## src/rtl/core/fmbsp_pkg.sv

```systemverilog
// Types, codes, constants and mask tables of the floor mat button port.
// Depends on nothing; used by the core and the top level.
`timescale 1ns / 1ps

package fmbsp_pkg;

  typedef enum logic [1:0] {
    OP_BUTTON = 2'd0,
    OP_WRITE  = 2'd1,
    OP_READ   = 2'd2
  } op_e;

  localparam logic CFG_DEVICE_KIND = 1'b0;
  localparam logic CFG_MAT_SIDE    = 1'b1;

  localparam logic KIND_SERIAL  = 1'b0;
  localparam logic SIDE_A       = 1'b0;

  localparam logic [31:0] LATCH_FILL  = 32'hffffaa00;
  localparam logic [1:0]  SHIFT_FILL  = 2'b11;
  localparam logic [2:0]  ROW_INVERT  = 3'h7;
  localparam logic [7:0]  NIBBLE_MASK = 8'h0f;
  localparam logic [3:0]  SIDE_A_XOR  = 4'h3;
  localparam logic [3:0]  NUM_BUTTONS = 4'd12;

  typedef struct packed {
    logic [1:0] operation;
    logic       pressed;
    logic [3:0] button_number;
    logic [7:0] write_data;
    logic       port_number;
  } item_t;

  typedef struct packed {
    logic device_kind;
    logic mat_side;
  } cfg_t;

  function automatic logic [15:0] serial_mask(input logic [3:0] idx);
    logic [15:0] m;
    case (idx)
      4'd0:    m = 16'h0004;
      4'd1:    m = 16'h0001;
      4'd2:    m = 16'h0008;
      4'd3:    m = 16'h0002;
      4'd4:    m = 16'h0010;
      4'd5:    m = 16'h0100;
      4'd6:    m = 16'h4000;
      4'd7:    m = 16'h0080;
      4'd8:    m = 16'h0040;
      4'd9:    m = 16'h0400;
      4'd10:   m = 16'h1000;
      4'd11:   m = 16'h0020;
      default: m = 16'h0000;
    endcase
    return m;
  endfunction

  function automatic logic [15:0] rowscan_mask(input logic [3:0] idx);
    logic [15:0] m;
    case (idx)
      4'd0:    m = 16'h0008;
      4'd1:    m = 16'h0004;
      4'd2:    m = 16'h0002;
      4'd3:    m = 16'h0001;
      4'd4:    m = 16'h0080;
      4'd5:    m = 16'h0040;
      4'd6:    m = 16'h0020;
      4'd7:    m = 16'h0010;
      4'd8:    m = 16'h0800;
      4'd9:    m = 16'h0400;
      4'd10:   m = 16'h0200;
      4'd11:   m = 16'h0100;
      default: m = 16'h0000;
    endcase
    return m;
  endfunction

endpackage

```

## src/rtl/core/fmbsp_core.sv

```systemverilog
// Button register, shift latch and strobe state with their update logic.
// Depends on fmbsp_pkg.
`timescale 1ns / 1ps

module fmbsp_core (
  input  logic                clk_i,
  input  logic                rst_ni,
  input  logic                step_i,
  input  fmbsp_pkg::item_t    item_i,
  input  fmbsp_pkg::cfg_t     cfg_i,
  output logic [7:0]          read_data_o
);
  import fmbsp_pkg::*;

  logic [15:0] pressed_mask_q, pressed_mask_d;
  logic [31:0] shift_latch_q, shift_latch_d;
  logic        strobe_high_q, strobe_high_d;

  logic [3:0]  idx;
  logic [15:0] mask;
  logic [2:0]  sel;
  logic [3:0]  nibble;
  logic [7:0]  inv;

  always_comb begin
    idx = item_i.button_number - 4'd1;
    if (cfg_i.mat_side == SIDE_A) begin
      idx = idx ^ SIDE_A_XOR;
    end
    mask = (cfg_i.device_kind == KIND_SERIAL) ? serial_mask(idx) : rowscan_mask(idx);

    sel = item_i.write_data[2:0] ^ ROW_INVERT;
    if (sel[0]) begin
      nibble = pressed_mask_q[11:8];
    end else if (sel[1]) begin
      nibble = pressed_mask_q[7:4];
    end else begin
      nibble = pressed_mask_q[3:0];
    end

    inv = shift_latch_q[7:0] ^ NIBBLE_MASK;

    pressed_mask_d = pressed_mask_q;
    shift_latch_d  = shift_latch_q;
    strobe_high_d  = strobe_high_q;
    read_data_o    = 8'h00;

    case (item_i.operation)
      OP_BUTTON: begin
        if (idx < NUM_BUTTONS) begin
          pressed_mask_d = item_i.pressed ? (pressed_mask_q | mask)
                                          : (pressed_mask_q & ~mask);
        end
      end
      OP_WRITE: begin
        if (cfg_i.device_kind == KIND_SERIAL) begin
          if (!strobe_high_q && item_i.write_data[0]) begin
            strobe_high_d = 1'b1;
          end else if (strobe_high_q && !item_i.write_data[0]) begin
            strobe_high_d = 1'b0;
            shift_latch_d = LATCH_FILL | {16'h0000, pressed_mask_q};
          end
        end else begin
          shift_latch_d = {28'h0000000, nibble};
        end
      end
      OP_READ: begin
        if (cfg_i.device_kind == KIND_SERIAL) begin
          read_data_o   = {3'b000, shift_latch_q[1:0], 3'b000};
          shift_latch_d = {SHIFT_FILL, shift_latch_q[31:2]};
        end else if (item_i.port_number) begin
          read_data_o = {inv[6:0], 1'b0};
        end
      end
      default: begin
      end
    endcase
  end

  always_ff @(posedge clk_i or negedge rst_ni) begin
    if (!rst_ni) begin
      pressed_mask_q <= '0;
      shift_latch_q  <= '0;
      strobe_high_q  <= 1'b0;
    end else if (step_i) begin
      pressed_mask_q <= pressed_mask_d;
      shift_latch_q  <= shift_latch_d;
      strobe_high_q  <= strobe_high_d;
    end
  end

endmodule

```

## src/rtl/core/floor_mat_button_serial_port.sv

```systemverilog
// Top level of the floor mat button port: input register, result register, config.
// Depends on fmbsp_pkg and fmbsp_core.
//
//   channel  direction  handshake                 payload
//   in       input      in_valid_i / in_stall_o   operation, pressed, button_number,
//                                                 write_data, port_number
//   out      output     out_valid_o / out_stall_i read_data
//   cfg      input      cfg_valid_i / cfg_ready_o cfg_index_i, cfg_wdata_i
//
// One item per cycle while in_stall_o is low; a read's result is registered as the read steps.
// State updates happen as an item leaves the input register.
// A read item holds in the input register only while the result register is full and stalled.
// Reset clears the button register, shift latch, strobe and both config registers.
`timescale 1ns / 1ps

module floor_mat_button_serial_port (
  input  logic       clk_i,
  input  logic       rst_ni,
  input  logic       in_valid_i,
  output logic       in_stall_o,
  input  logic [1:0] operation_i,
  input  logic       pressed_i,
  input  logic [3:0] button_number_i,
  input  logic [7:0] write_data_i,
  input  logic       port_number_i,
  output logic       out_valid_o,
  input  logic       out_stall_i,
  output logic [7:0] read_data_o,
  input  logic       cfg_valid_i,
  output logic       cfg_ready_o,
  input  logic       cfg_index_i,
  input  logic       cfg_wdata_i
);
  import fmbsp_pkg::*;

  logic        in_valid_q;
  item_t       item_q;
  cfg_t        cfg_q;
  logic        out_valid_q;
  logic [7:0]  read_data_q;
  logic [7:0]  read_data_d;
  logic        is_read;
  logic        out_free;
  logic        step;
  logic        in_accept;

  assign is_read   = (item_q.operation == OP_READ);
  assign out_free  = !out_valid_q || !out_stall_i;
  assign step      = in_valid_q && (!is_read || out_free);
  assign in_stall_o = in_valid_q && !step;
  assign in_accept = in_valid_i && !in_stall_o;
  assign cfg_ready_o = 1'b1;

  always_ff @(posedge clk_i or negedge rst_ni) begin
    if (!rst_ni) begin
      in_valid_q <= 1'b0;
    end else if (in_accept) begin
      in_valid_q <= 1'b1;
    end else if (step) begin
      in_valid_q <= 1'b0;
    end
  end

  always_ff @(posedge clk_i) begin
    if (in_accept) begin
      item_q <= '{operation: operation_i, pressed: pressed_i,
                  button_number: button_number_i, write_data: write_data_i,
                  port_number: port_number_i};
    end
  end

  always_ff @(posedge clk_i or negedge rst_ni) begin
    if (!rst_ni) begin
      cfg_q <= '0;
    end else if (cfg_valid_i && cfg_ready_o) begin
      case (cfg_index_i)
        CFG_DEVICE_KIND: cfg_q.device_kind <= cfg_wdata_i;
        CFG_MAT_SIDE:    cfg_q.mat_side    <= cfg_wdata_i;
        default: begin
        end
      endcase
    end
  end

  fmbsp_core u_core (
    .clk_i       (clk_i),
    .rst_ni      (rst_ni),
    .step_i      (step),
    .item_i      (item_q),
    .cfg_i       (cfg_q),
    .read_data_o (read_data_d)
  );

  always_ff @(posedge clk_i or negedge rst_ni) begin
    if (!rst_ni) begin
      out_valid_q <= 1'b0;
    end else if (step && is_read) begin
      out_valid_q <= 1'b1;
    end else if (!out_stall_i) begin
      out_valid_q <= 1'b0;
    end
  end

  always_ff @(posedge clk_i) begin
    if (step && is_read) begin
      read_data_q <= read_data_d;
    end
  end

  assign out_valid_o = out_valid_q;
  assign read_data_o = read_data_q;

endmodule

```

## config.mk

```make
export PLATFORM = sky130hd
export DESIGN_NAME = floor_mat_button_serial_port
export DESIGN_NICKNAME = d
export VERILOG_FILES = /design/src/rtl/core/fmbsp_pkg.sv /design/src/rtl/core/fmbsp_core.sv /design/src/rtl/core/floor_mat_button_serial_port.sv
export SDC_FILE = /design/constraint.sdc
export NUM_CORES = 1
export LEC_CHECK = 0
export BUFFER_PORTS_ARGS = -buffer_cell sky130_fd_sc_hd__buf_2
export CAP_MARGIN = 20
export CORE_MARGIN = 5
export CORE_UTILIZATION = 40
export CTS_CLUSTER_SIZE = 20
export DETAILED_ROUTE_END_ITERATION = 7
export SYNTH_ARGS = -nofsm -noshare
export SYNTH_HDL_FRONTEND = slang
export SYNTH_HIERARCHICAL = 1
export SYNTH_SLANG_ARGS = --single-unit
```

## constraint.sdc

```tcl
create_clock -name clk_i -period 6.1 [get_ports clk_i]
set_input_delay 0.305 -clock clk_i [delete_from_list [all_inputs] [get_ports clk_i]]
set_output_delay 0.305 -clock clk_i [all_outputs]
set_load 0.02 [all_outputs]
```

==> reports/results.tsv, run 1 <==
stage	metric	value	unit
sta	fin_ws	3.51	ns
grt	grt_first_pass_wirelength	10400	µm
setup_path	cpPeakStageDelay	0.56	ns
cells_and_area	fill_cells	741	
floorplanning	dieWidth	98.1	µm
placed_design	pre_cts_ws	3.52	ns
synthesis	postSynthCellCount	305	
clock_tree	clk_latency	0.33	ns
clock_tree	root_buffer	clkbuf_8	
setup_path	start_kind	flip-flop	
clock_tree	clockBufferDepth	2	
cells_and_area	insertedDiodeCount	0	
outcome	run_status	completed	
detailed_routing	drc_errors	0	
sta	finalMaxSlewViolations	0	
setup_path	cp.arrival	2.80	ns
setup_path	r2r_start	item_q[9]$_DFFE_PP_	
grt	grt_max_degree	49	
detailed_routing	drt_first_pass_iters	4	
synthesis	ys_warn_count	6	
sta	rsz0062_at_grt	no	
power	vdd_ir_drop_max	0.000152	V
placed_design	dp.cells	414	
floorplanning	core_area	7650	µm²
placed_design	post_dp_cell_area	3290	µm²
detailed_routing	drt_iter0_drc	121	
floorplanning	rows	32	
synthesis	syn-cell-area	3110	µm²
setup_path	cp_cell_sequence	inv_1 > ha_1 > or4b_4 > nand2_4 > o211ai_4 > a2111oi_4 > mux2_1	
sta	setup_tns	0	ns
clock_tree	path_clk_slew	0.06	ns
cells_and_area	finalNonFillerCells	432	
grt	track_usage	0.133	
sta	max_freq	386	MHz
power	p_leak	1.50	nW
floorplanning	io-pin-count	34	
setup_path	required	6.31	ns
setup_path	crit_path_start	item_q[9]$_DFFE_PP_	
grt	grt_pass1_vias	2242	
detailed_routing	finalWirelength	5960	µm
setup_path	cp_max_fo	12	
power	p_per_area	313	nW/µm²
clock_tree	cts_setup_buffers	0	
floorplanning	initial_utilization	0.406	
sta	finalSetupViolations	0	
detailed_routing	wl_per_cell	13.8	µm
sta	worst_pin_slew	0.922	ns
cells_and_area	area_growth	12.3	%
clock_tree	clock-sinks	61	
setup_path	r2r_slack	3.51	ns
flow_run	max_cap_violations	0	
worst_hold_path	hp-class	primary input to flip-flop	
cells_and_area	finalInstanceArea	3490	µm²
placed_design	gp_congestion	0.806	
clock_tree	cts_tree	done	
synthesis	syn_nets	331	
grt	grt_remaining_overflow	0	
detailed_routing	postRouteAntennaNets	0	
placed_design	hpwl	4070	µm
placed_design	numPortBuffers	26	
clock_tree	cts_htree_levels	3	
floorplanning	die-area	9630	µm²
synthesis	syn_avg_cell_area	10.2	µm²
setup_path	ff2ff_path_depth	7	
grt	antenna_found_initial	0	
sta	skew	0.00735	ns
sta	layout_min_cycle_time	2.59	ns
detailed_routing	viasPerCell	5.20	
setup_path	critPathKind	flip-flop to flip-flop	
detailed_routing	vias	2245	
clock_tree	cts_made_buffers	9	
sta	min_period_over_period	0.425	
cells_and_area	nets	351	
floorplanning	die_h	98.1	µm
sta	slew_headroom	0.385	
cells_and_area	drive_gt1_frac	0.185	
setup_path	cp-end-kind	flip-flop	
setup_path	cp_slowest_cell	edfxtp_1	
sta	hold_viol	0	
==> what timing repair did <==
item / in CTS / in global routing
gates resized for setup: 0 / 0
setup endpoints to repair: 0 / 0
hold buffers: 0 / 1
hold endpoints to repair: 0 / 7
==> per-layer routing <==
layer	vias up	wire length [µm]	global-route usage
met3	10	222	0.0271
met2	43	2730	0.210
met4	0	101	0.0607
met5	-	0	0
met1	1069	2910	0.177
li1	1123	-	-
==> cells in the final DEF (no fill, tap or decap), types with 4 or more instances in the layout <==
cell and instances:
nand2b_1 6, clkbuf_8 10, nand3_1 8, xnor2_1 6, a211oi_1 5, nand2_1 35, nor2_1 21, dfrtp_1 43
a21oi_1 31, clkinv_2 4, and3_1 10, o21ai_0 12, o22ai_1 4, edfxtp_1 18, buf_2 26, inv_1 6
nor3_1 5, mux2_2 4, o21ai_1 15, mux2_1 11
==> worst max-delay path, delay by kind of cell, from the launching register on <==
kind	cells	cell delay, ns
AO/OA/AOI/OAI	2	0.45
adder cells (fa/ha/maj)	1	0.30
buffers and inverters	1	0.19
multiplexers	1	0.34
flip-flops	1	0.56
AND/OR/NAND/NOR	2	0.63
==> power by group <==
group	total [mW]	switching, mW	internal [mW]
combinational	0.206	0.111	0.0952
sequential	0.583	0.0730	0.510
clock	0.304	0.149	0.155
total	1.09	0.332	0.761
==> worst min-delay path by stage <==
| stage | slack (ns) | from | cells after the start | to |
|---|---|---|---|---|
| 2_1_floorplan | 0.009 | rst_ni | 0 | cfg_q[0]$_DFFE_PN0P_ |
| 3_3_place_gp | 0.46 | u_core/shift_latch_q[7]$_DFFE_PN0P_ | 2 | u_core/shift_latch_q[7]$_DFFE_PN0P_ |
| 3_5_place_dp | 0.47 | u_core/shift_latch_q[15]$_DFFE_PN0P_ | 2 | u_core/shift_latch_q[15]$_DFFE_PN0P_ |
| 4_1_cts | 0.14 | operation_i[1] | 1 | item_q[15]$_DFFE_PP_ |
| 5_1_grt | 0.13 | port_number_i | 1 | item_q[0]$_DFFE_PP_ |
| 6_report | 0.15 | operation_i[1] | 1 | item_q[15]$_DFFE_PP_ |
==> stage by stage <==
step,hold WS [ns],utilization,power [mW]
after global placement,0.463,0.430,0.787
after CTS,0.137,0.452,1.11
after detailed placement,0.471,0.430,0.798
after floorplan,0.00941,-,0.735
final,0.152,0.456,1.09
after global routing,0.133,0.456,1.17
==> area by class of cell <==
type / count / area (µm²) / share of cell area
repair buffers: 30 / 175 / 0.0502
flip-flops and latches: 61 / 1620 / 0.463
multi-input cells: 217 / 1380 / 0.395
clock buffers: 11 / 141 / 0.0405
well taps: 102 / 128 / 0.0366
clock inverters: 5 / 27.5 / 0.00789
inverters: 6 / 22.5 / 0.00646
(Power assumes the default switching activity.)
==> run 2: changes to the inputs <==
==> constraint.sdc (replaced) <==
create_clock -name clk_i -period 2.3 [get_ports clk_i]
set_input_delay 0.115 -clock clk_i [delete_from_list [all_inputs] [get_ports clk_i]]
set_output_delay 0.115 -clock clk_i [all_outputs]
set_load 0.02 [all_outputs]
==> reports/results.tsv, run 2 (same netlist as run 1, synthesis figures left out) <==
stage	metric	value	unit	change
clock_tree	clockBufferDepth	2		unchanged
flow_run	max_cap_violations	0		unchanged
detailed_routing	finalWirelength	6120	µm	was 5960 µm
floorplanning	core_area	7650	µm²	unchanged
setup_path	path_delay_family	simple AND/OR/NAND/NOR gates		unchanged
sta	max_freq	458	MHz	was 386 MHz
floorplanning	die-area	9630	µm²	unchanged
grt	grt_busiest_layer	met2		unchanged
detailed_routing	viasPerCell	5.06		was 5.20
clock_tree	clock-sinks	61		unchanged
setup_path	cpPeakStageDelay	0.56	ns	about the same
clock_tree	cts-resized-gates	0		unchanged
sta	rsz0062_at_grt	no		unchanged
floorplanning	io-pin-count	34		unchanged
cells_and_area	layout_common_cells	dfrtp_1, nand2_1, a21oi_1		unchanged
placed_design	gp_congestion	0.793		was 0.806
clock_tree	path_clk_slew	0.07	ns	was 0.06 ns
placed_design	post_dp_cell_area	3360	µm²	was 3290 µm²
power	p_per_area	845	nW/µm²	was 313 nW/µm²
sta	slew_headroom	0.497		was 0.385
cells_and_area	area_growth	19.9	%	was 12.3%
detailed_routing	wl_per_cell	13.5	µm	was 13.8 µm
cells_and_area	finalInstanceArea	3720	µm²	was 3490 µm²
sta	finalSetupViolations	0		unchanged
detailed_routing	drc_errors	0		unchanged
cells_and_area	fill_cells	723		was 741
sta	hold_ws	0.0833	ns	was 0.152 ns
setup_path	critical_path_depth	6		was 7
setup_path	r2r_slack	0.12	ns	was 3.51 ns
grt	antenna_found_initial	0		unchanged
detailed_routing	postRouteAntennaNets	0		unchanged
placed_design	pre_cts_ws	0.0941	ns	was 3.52 ns
setup_path	cp_cell_sequence	buf_4 > or4b_4 > nand2_4 > o211ai_4 > a2111oi_4 > mux2_1		was inv_1 > ha_1 > or4b_4 > nand2_4 > o211ai_4 > a2111oi_4 > mux2_1
setup_path	required	2.52	ns	was 6.31 ns
placed_design	dp.cells	422		was 414
grt	grt_pass1_vias	2125		was 2242
sta	fin_ws	0.115	ns	was 3.51 ns
detailed_routing	drt_first_pass_iters	4		unchanged
setup_path	cp-end-kind	flip-flop		unchanged
setup_path	ff2ff_path_depth	6		was 7
sta	skew	0.00815	ns	was 0.00735 ns
grt	grt_use_met1	0.177		about the same
grt	grtUsageMet2	0.202		was 0.210
grt	use_met3	0.0414		was 0.0271
grt	grt_remaining_overflow	0		unchanged
clock_tree	cts_tree	done		unchanged
floorplanning	die_h	98.1	µm	unchanged
sta	worst_pin_slew	0.752	ns	was 0.922 ns
grt	grt_max_degree	49		unchanged
sta	setup_tns	0	ns	unchanged
clock_tree	root_buffer	clkbuf_8		unchanged
detailed_routing	drt_iter0_drc	88		was 121
cells_and_area	final_common_cell	dfrtp_1		unchanged
setup_path	r2r_start	item_q[9]$_DFFE_PP_		unchanged
power	vdd_ir_drop_max	0.000387	V	was 0.000152 V
grt	grt_first_pass_wirelength	10200	µm	was 10400 µm
cells_and_area	insertedDiodeCount	0		unchanged
floorplanning	dieWidth	98.1	µm	unchanged
sta	finalMaxSlewViolations	0		unchanged
power	p_leak	1.61	nW	was 1.50 nW
clock_tree	cts_made_buffers	9		unchanged
clock_tree	cts_htree_levels	3		unchanged
cells_and_area	finalNonFillerCells	453		was 432
outcome	run_status	completed		unchanged
grt	track_usage	0.135		was 0.133
setup_path	cp_slowest_cell	or4b_4		was edfxtp_1
sta	layout_min_cycle_time	2.18	ns	was 2.59 ns
detailed_routing	vias	2294		was 2245
setup_path	cp_num_buf_inv	1		unchanged
cells_and_area	nets	372		was 351
placed_design	hpwl	4100	µm	was 4070 µm
sta	hold_viol	0		unchanged
sta	min_period_over_period	0.950		was 0.425
clock_tree	clk_latency	0.34	ns	was 0.33 ns
setup_path	crit_path_start	item_q[9]$_DFFE_PP_		unchanged
floorplanning	rows	32		unchanged
placed_design	numPortBuffers	26		unchanged
cells_and_area	drive_gt1_frac	0.199		was 0.185
setup_path	start_kind	flip-flop		unchanged
setup_path	critPathKind	flip-flop to flip-flop		unchanged
setup_path	cp_max_fo	11		was 12
setup_path	cp.arrival	2.40	ns	was 2.80 ns
floorplanning	initial_utilization	0.406		unchanged
worst_hold_path	hp-class	primary input to flip-flop		unchanged
-- run 2: tightest hold or removal path: cells and delay by family --
family | cells | cell delay (ns)
AND/OR/NAND/NOR | 2 | 0.19
buffers and inverters | 1 | 0.09
-- run 2: per-stage QoR --
| step | power (mW) | utilization |
|---|---|---|
| CTS | 3.18 | 0.483 |
| floorplan | 1.95 | - |
| global placement | 2.11 | 0.439 |
| detailed placement | 2.13 | 0.439 |
| global route | 3.36 | 0.487 |
| finish | 3.15 | 0.487 |
-- run 2: final cells by class --
cell class | count | area, µm² | area share
Clock buffer | 11 | 131 | 0.0353
Clock inverter | 5 | 75.1 | 0.0202
Inverter | 6 | 22.5 | 0.00605
Multi-Input combinational cell | 217 | 1390 | 0.373
Sequential cell | 61 | 1620 | 0.434
Tap cell | 102 | 128 | 0.0343
Timing Repair Buffer | 51 | 363 | 0.0974
-- run 2: layer usage --
metal,wire (µm),up-vias
met2,2810,49
met4,111,0
li1,-,1165
met5,0,-
met1,2930,1072
met3,269,8
-- run 2: repair_timing --
item                                   4_1_cts  5_1_grt
setup buffers                                0        1
endpoints found under the hold margin       55        0
setup endpoints to repair                    0        1
hold buffers                                13        0
-- run 2: worst min path at each step --
| stage | startpoint | end | slack [ns] | cells after the start |
|---|---|---|---|---|
| 4_1_cts | out_stall_i | out_valid_o$_DFFE_PN0P_ | 0.08 | 3 |
| 5_1_grt | out_stall_i | out_valid_o$_DFFE_PN0P_ | 0.10 | 3 |
| 2_1_floorplan | rst_ni | cfg_q[0]$_DFFE_PN0P_ | -0.18 | 0 |
| 3_3_place_gp | port_number_i | item_q[0]$_DFFE_PP_ | 0.29 | 1 |
| 6_report | out_stall_i | out_valid_o$_DFFE_PN0P_ | 0.08 | 3 |
| 3_5_place_dp | operation_i[0] | item_q[14]$_DFFE_PP_ | 0.29 | 1 |
-- run 2: where the power goes --
| group | switching [mW] | internal, mW | total [mW] |
|---|---|---|---|
| registers | 0.168 | 1.35 | 1.52 |
| clock network | 0.411 | 0.605 | 1.02 |
| logic | 0.325 | 0.284 | 0.608 |
==> run 3: changes to the inputs <==
==> constraint.sdc (replaced) <==
create_clock -name clk_i -period 2.3 [get_ports clk_i]
set_input_delay 0.46 -clock clk_i [delete_from_list [all_inputs] [get_ports clk_i]]
set_output_delay 0.46 -clock clk_i [all_outputs]
set_load 0.02 [all_outputs]
==> reports/results.tsv, run 3 (same netlist as run 1, synthesis figures left out) <==
stage	metric	value	unit	change
setup_path	cp_num_buf_inv	1		unchanged
detailed_routing	wl_met2	2660	µm	was 2810 µm
grt	grt_max_degree	49		unchanged
clock_tree	cts_htree_levels	3		unchanged
power	p_leak	1.55	nW	was 1.61 nW
placed_design	hpwl	4140	µm	was 4100 µm
sta	hold_viol	0		unchanged
floorplanning	core_area	7650	µm²	unchanged
clock_tree	path_clk_slew	0.07	ns	about the same
clock_tree	clk_latency	0.33	ns	was 0.34 ns
sta	slew_headroom	0.498		was 0.497
sta	finalSetupViolations	0		unchanged
clock_tree	clock-sinks	61		unchanged
setup_path	cp-end-kind	flip-flop		unchanged
grt	grt_remaining_overflow	0		unchanged
grt	antenna_found_initial	0		unchanged
setup_path	cpPeakStageDelay	0.50	ns	was 0.56 ns
flow_run	max_cap_violations	0		unchanged
clock_tree	root_buffer	clkbuf_8		unchanged
setup_path	start_kind	flip-flop		unchanged
cells_and_area	final_core_util	0.468		was 0.487
sta	min_period_over_period	0.960		was 0.950
cells_and_area	layout_common_cells	dfrtp_1, nand2_1, a21oi_1		unchanged
placed_design	numPortBuffers	26		unchanged
cells_and_area	nets	358		was 372
clock_tree	clockBufferDepth	2		unchanged
detailed_routing	top_layer	met4		unchanged
sta	max_freq	453	MHz	was 458 MHz
power	vdd_ir_drop_max	0.000450	V	was 0.000387 V
worst_hold_path	hp-class	primary input to async pin		was primary input to flip-flop
detailed_routing	viasPerCell	5.11		was 5.06
detailed_routing	postRouteAntennaNets	0		unchanged
floorplanning	rows	32		unchanged
setup_path	cp_slowest_cell	or4b_4		unchanged
detailed_routing	wl_per_cell	13.6	µm	was 13.5 µm
power	p_per_area	874	nW/µm²	was 845 nW/µm²
detailed_routing	finalWirelength	5970	µm	was 6120 µm
grt	grt_first_pass_wirelength	10400	µm	was 10200 µm
clock_tree	cts_setup_buffers	0		unchanged
grt	track_usage	0.135		about the same
floorplanning	dieWidth	98.1	µm	unchanged
detailed_routing	wl_met3	294	µm	was 269 µm
power	p_total	3.13	mW	was 3.15 mW
placed_design	gp_congestion	0.833		was 0.793
clock_tree	cts-resized-gates	0		unchanged
detailed_routing	vias	2245		was 2294
sta	rsz0062_at_grt	no		unchanged
detailed_routing	drt_first_pass_iters	4		unchanged
cells_and_area	final_common_cell	dfrtp_1		unchanged
grt	grt_pass1_vias	2168		was 2125
sta	layout_min_cycle_time	2.21	ns	was 2.18 ns
setup_path	cp_cell_sequence	inv_2 > ha_4 > or4b_4 > nand2_4 > o211ai_4 > a2111oi_4 > mux2_1		was buf_4 > or4b_4 > nand2_4 > o211ai_4 > a2111oi_4 > mux2_1
detailed_routing	drc_errors	0		unchanged
floorplanning	io-pin-count	34		unchanged
setup_path	cp.arrival	2.42	ns	was 2.40 ns
detailed_routing	drt_iter0_drc	119		was 88
outcome	run_status	completed		unchanged
cells_and_area	drive_gt1_frac	0.211		was 0.199
floorplanning	die_h	98.1	µm	unchanged
sta	skew	0.00935	ns	was 0.00815 ns
detailed_routing	wl_met1	2960	µm	was 2930 µm
setup_path	path_delay_family	simple AND/OR/NAND/NOR gates		unchanged
sta	finalMaxSlewViolations	0		unchanged
setup_path	cp_max_fo	7		was 11
clock_tree	cts_made_buffers	9		unchanged
clock_tree	cts_hold_buf	0		was 13
clock_tree	cts_tree	done		unchanged
cells_and_area	insertedDiodeCount	0		unchanged
sta	worst_pin_slew	0.750	ns	was 0.752 ns
sta	setup_tns	0	ns	unchanged
setup_path	required	2.51	ns	was 2.52 ns
setup_path	critPathKind	flip-flop to flip-flop		unchanged
floorplanning	initial_utilization	0.406		unchanged
cells_and_area	area_growth	15.3	%	was 19.9%
floorplanning	die-area	9630	µm²	unchanged
run 3: changes by cell type in the layout (fill, tap and decap cells not counted):
cell           change
dlygate4sd3_1     -13
buf_12             -1
clkinvlp_4         +2
clkbuf_1           -2
run 3: metal layers:
layer	global-route usage	vias up
met2	0.205	46
met5	0	-
li1	-	1144
met4	0.0479	0
met3	0.0364	5
met1	0.187	1050
run 3: stage by stage:
stage,hold WS (ns),instance area (µm²),setup slack (ns),instances
6_report,0.192,3580,0.0928,439
5_1_grt,0.243,3580,0.000744,439
4_1_cts,0.218,3580,0.0799,439
3_5_place_dp,0.471,3370,0.0988,423
3_3_place_gp,0.461,3370,0.126,423
2_1_floorplan,0.164,3120,0.0291,305
run 3: worst register-to-register path, stage by stage, from the launching register on:
cell	delay (ns)
edfxtp_1	0.40
inv_2	0.12
ha_4	0.18
or4b_4	0.50
nand2_4	0.11
o211ai_4	0.09
a2111oi_4	0.36
mux2_1	0.35
run 3: worst paths after layout:
| check | startpoint | endpoint | slack (ns) | depth (start not counted) |
|---|---|---|---|---|
| min | rst_ni | in_valid_q$_DFFE_PN0P_ | 0.19 | 2 |
| min reg2reg | u_core/shift_latch_q[11]$_DFFE_PN0P_ | u_core/shift_latch_q[11]$_DFFE_PN0P_ | 0.48 | 2 |
| max | item_q[9]$_DFFE_PP_ | flip-flop | 0.09 | 7 |
| min in group clk_i | pressed_i | item_q[13]$_DFFE_PP_ | 0.30 | 1 |
| max in group asynchronous | rst_ni | async pin | 1.72 | 2 |
| max reg2reg | item_q[9]$_DFFE_PP_ | flip-flop | 0.09 | 7 |
run 3: power breakdown:
group,total (mW),internal [mW],switching (mW)
Clock,1.02,0.603,0.418
Sequential,1.52,1.35,0.172
Combinational,0.584,0.266,0.318
Total,3.13,2.22,0.908
run 3: cell type report:
| cell class | instances | area [µm²] |
|---|---|---|
| clock buffers | 9 | 124 |
| clock inverters | 7 | 90.1 |
| fillers | 728 | 4070 |
| inverters | 6 | 22.5 |
| multi-input cells | 217 | 1390 |
| flip-flops and latches | 61 | 1620 |
| well taps | 102 | 128 |
| repair buffers | 37 | 213 |
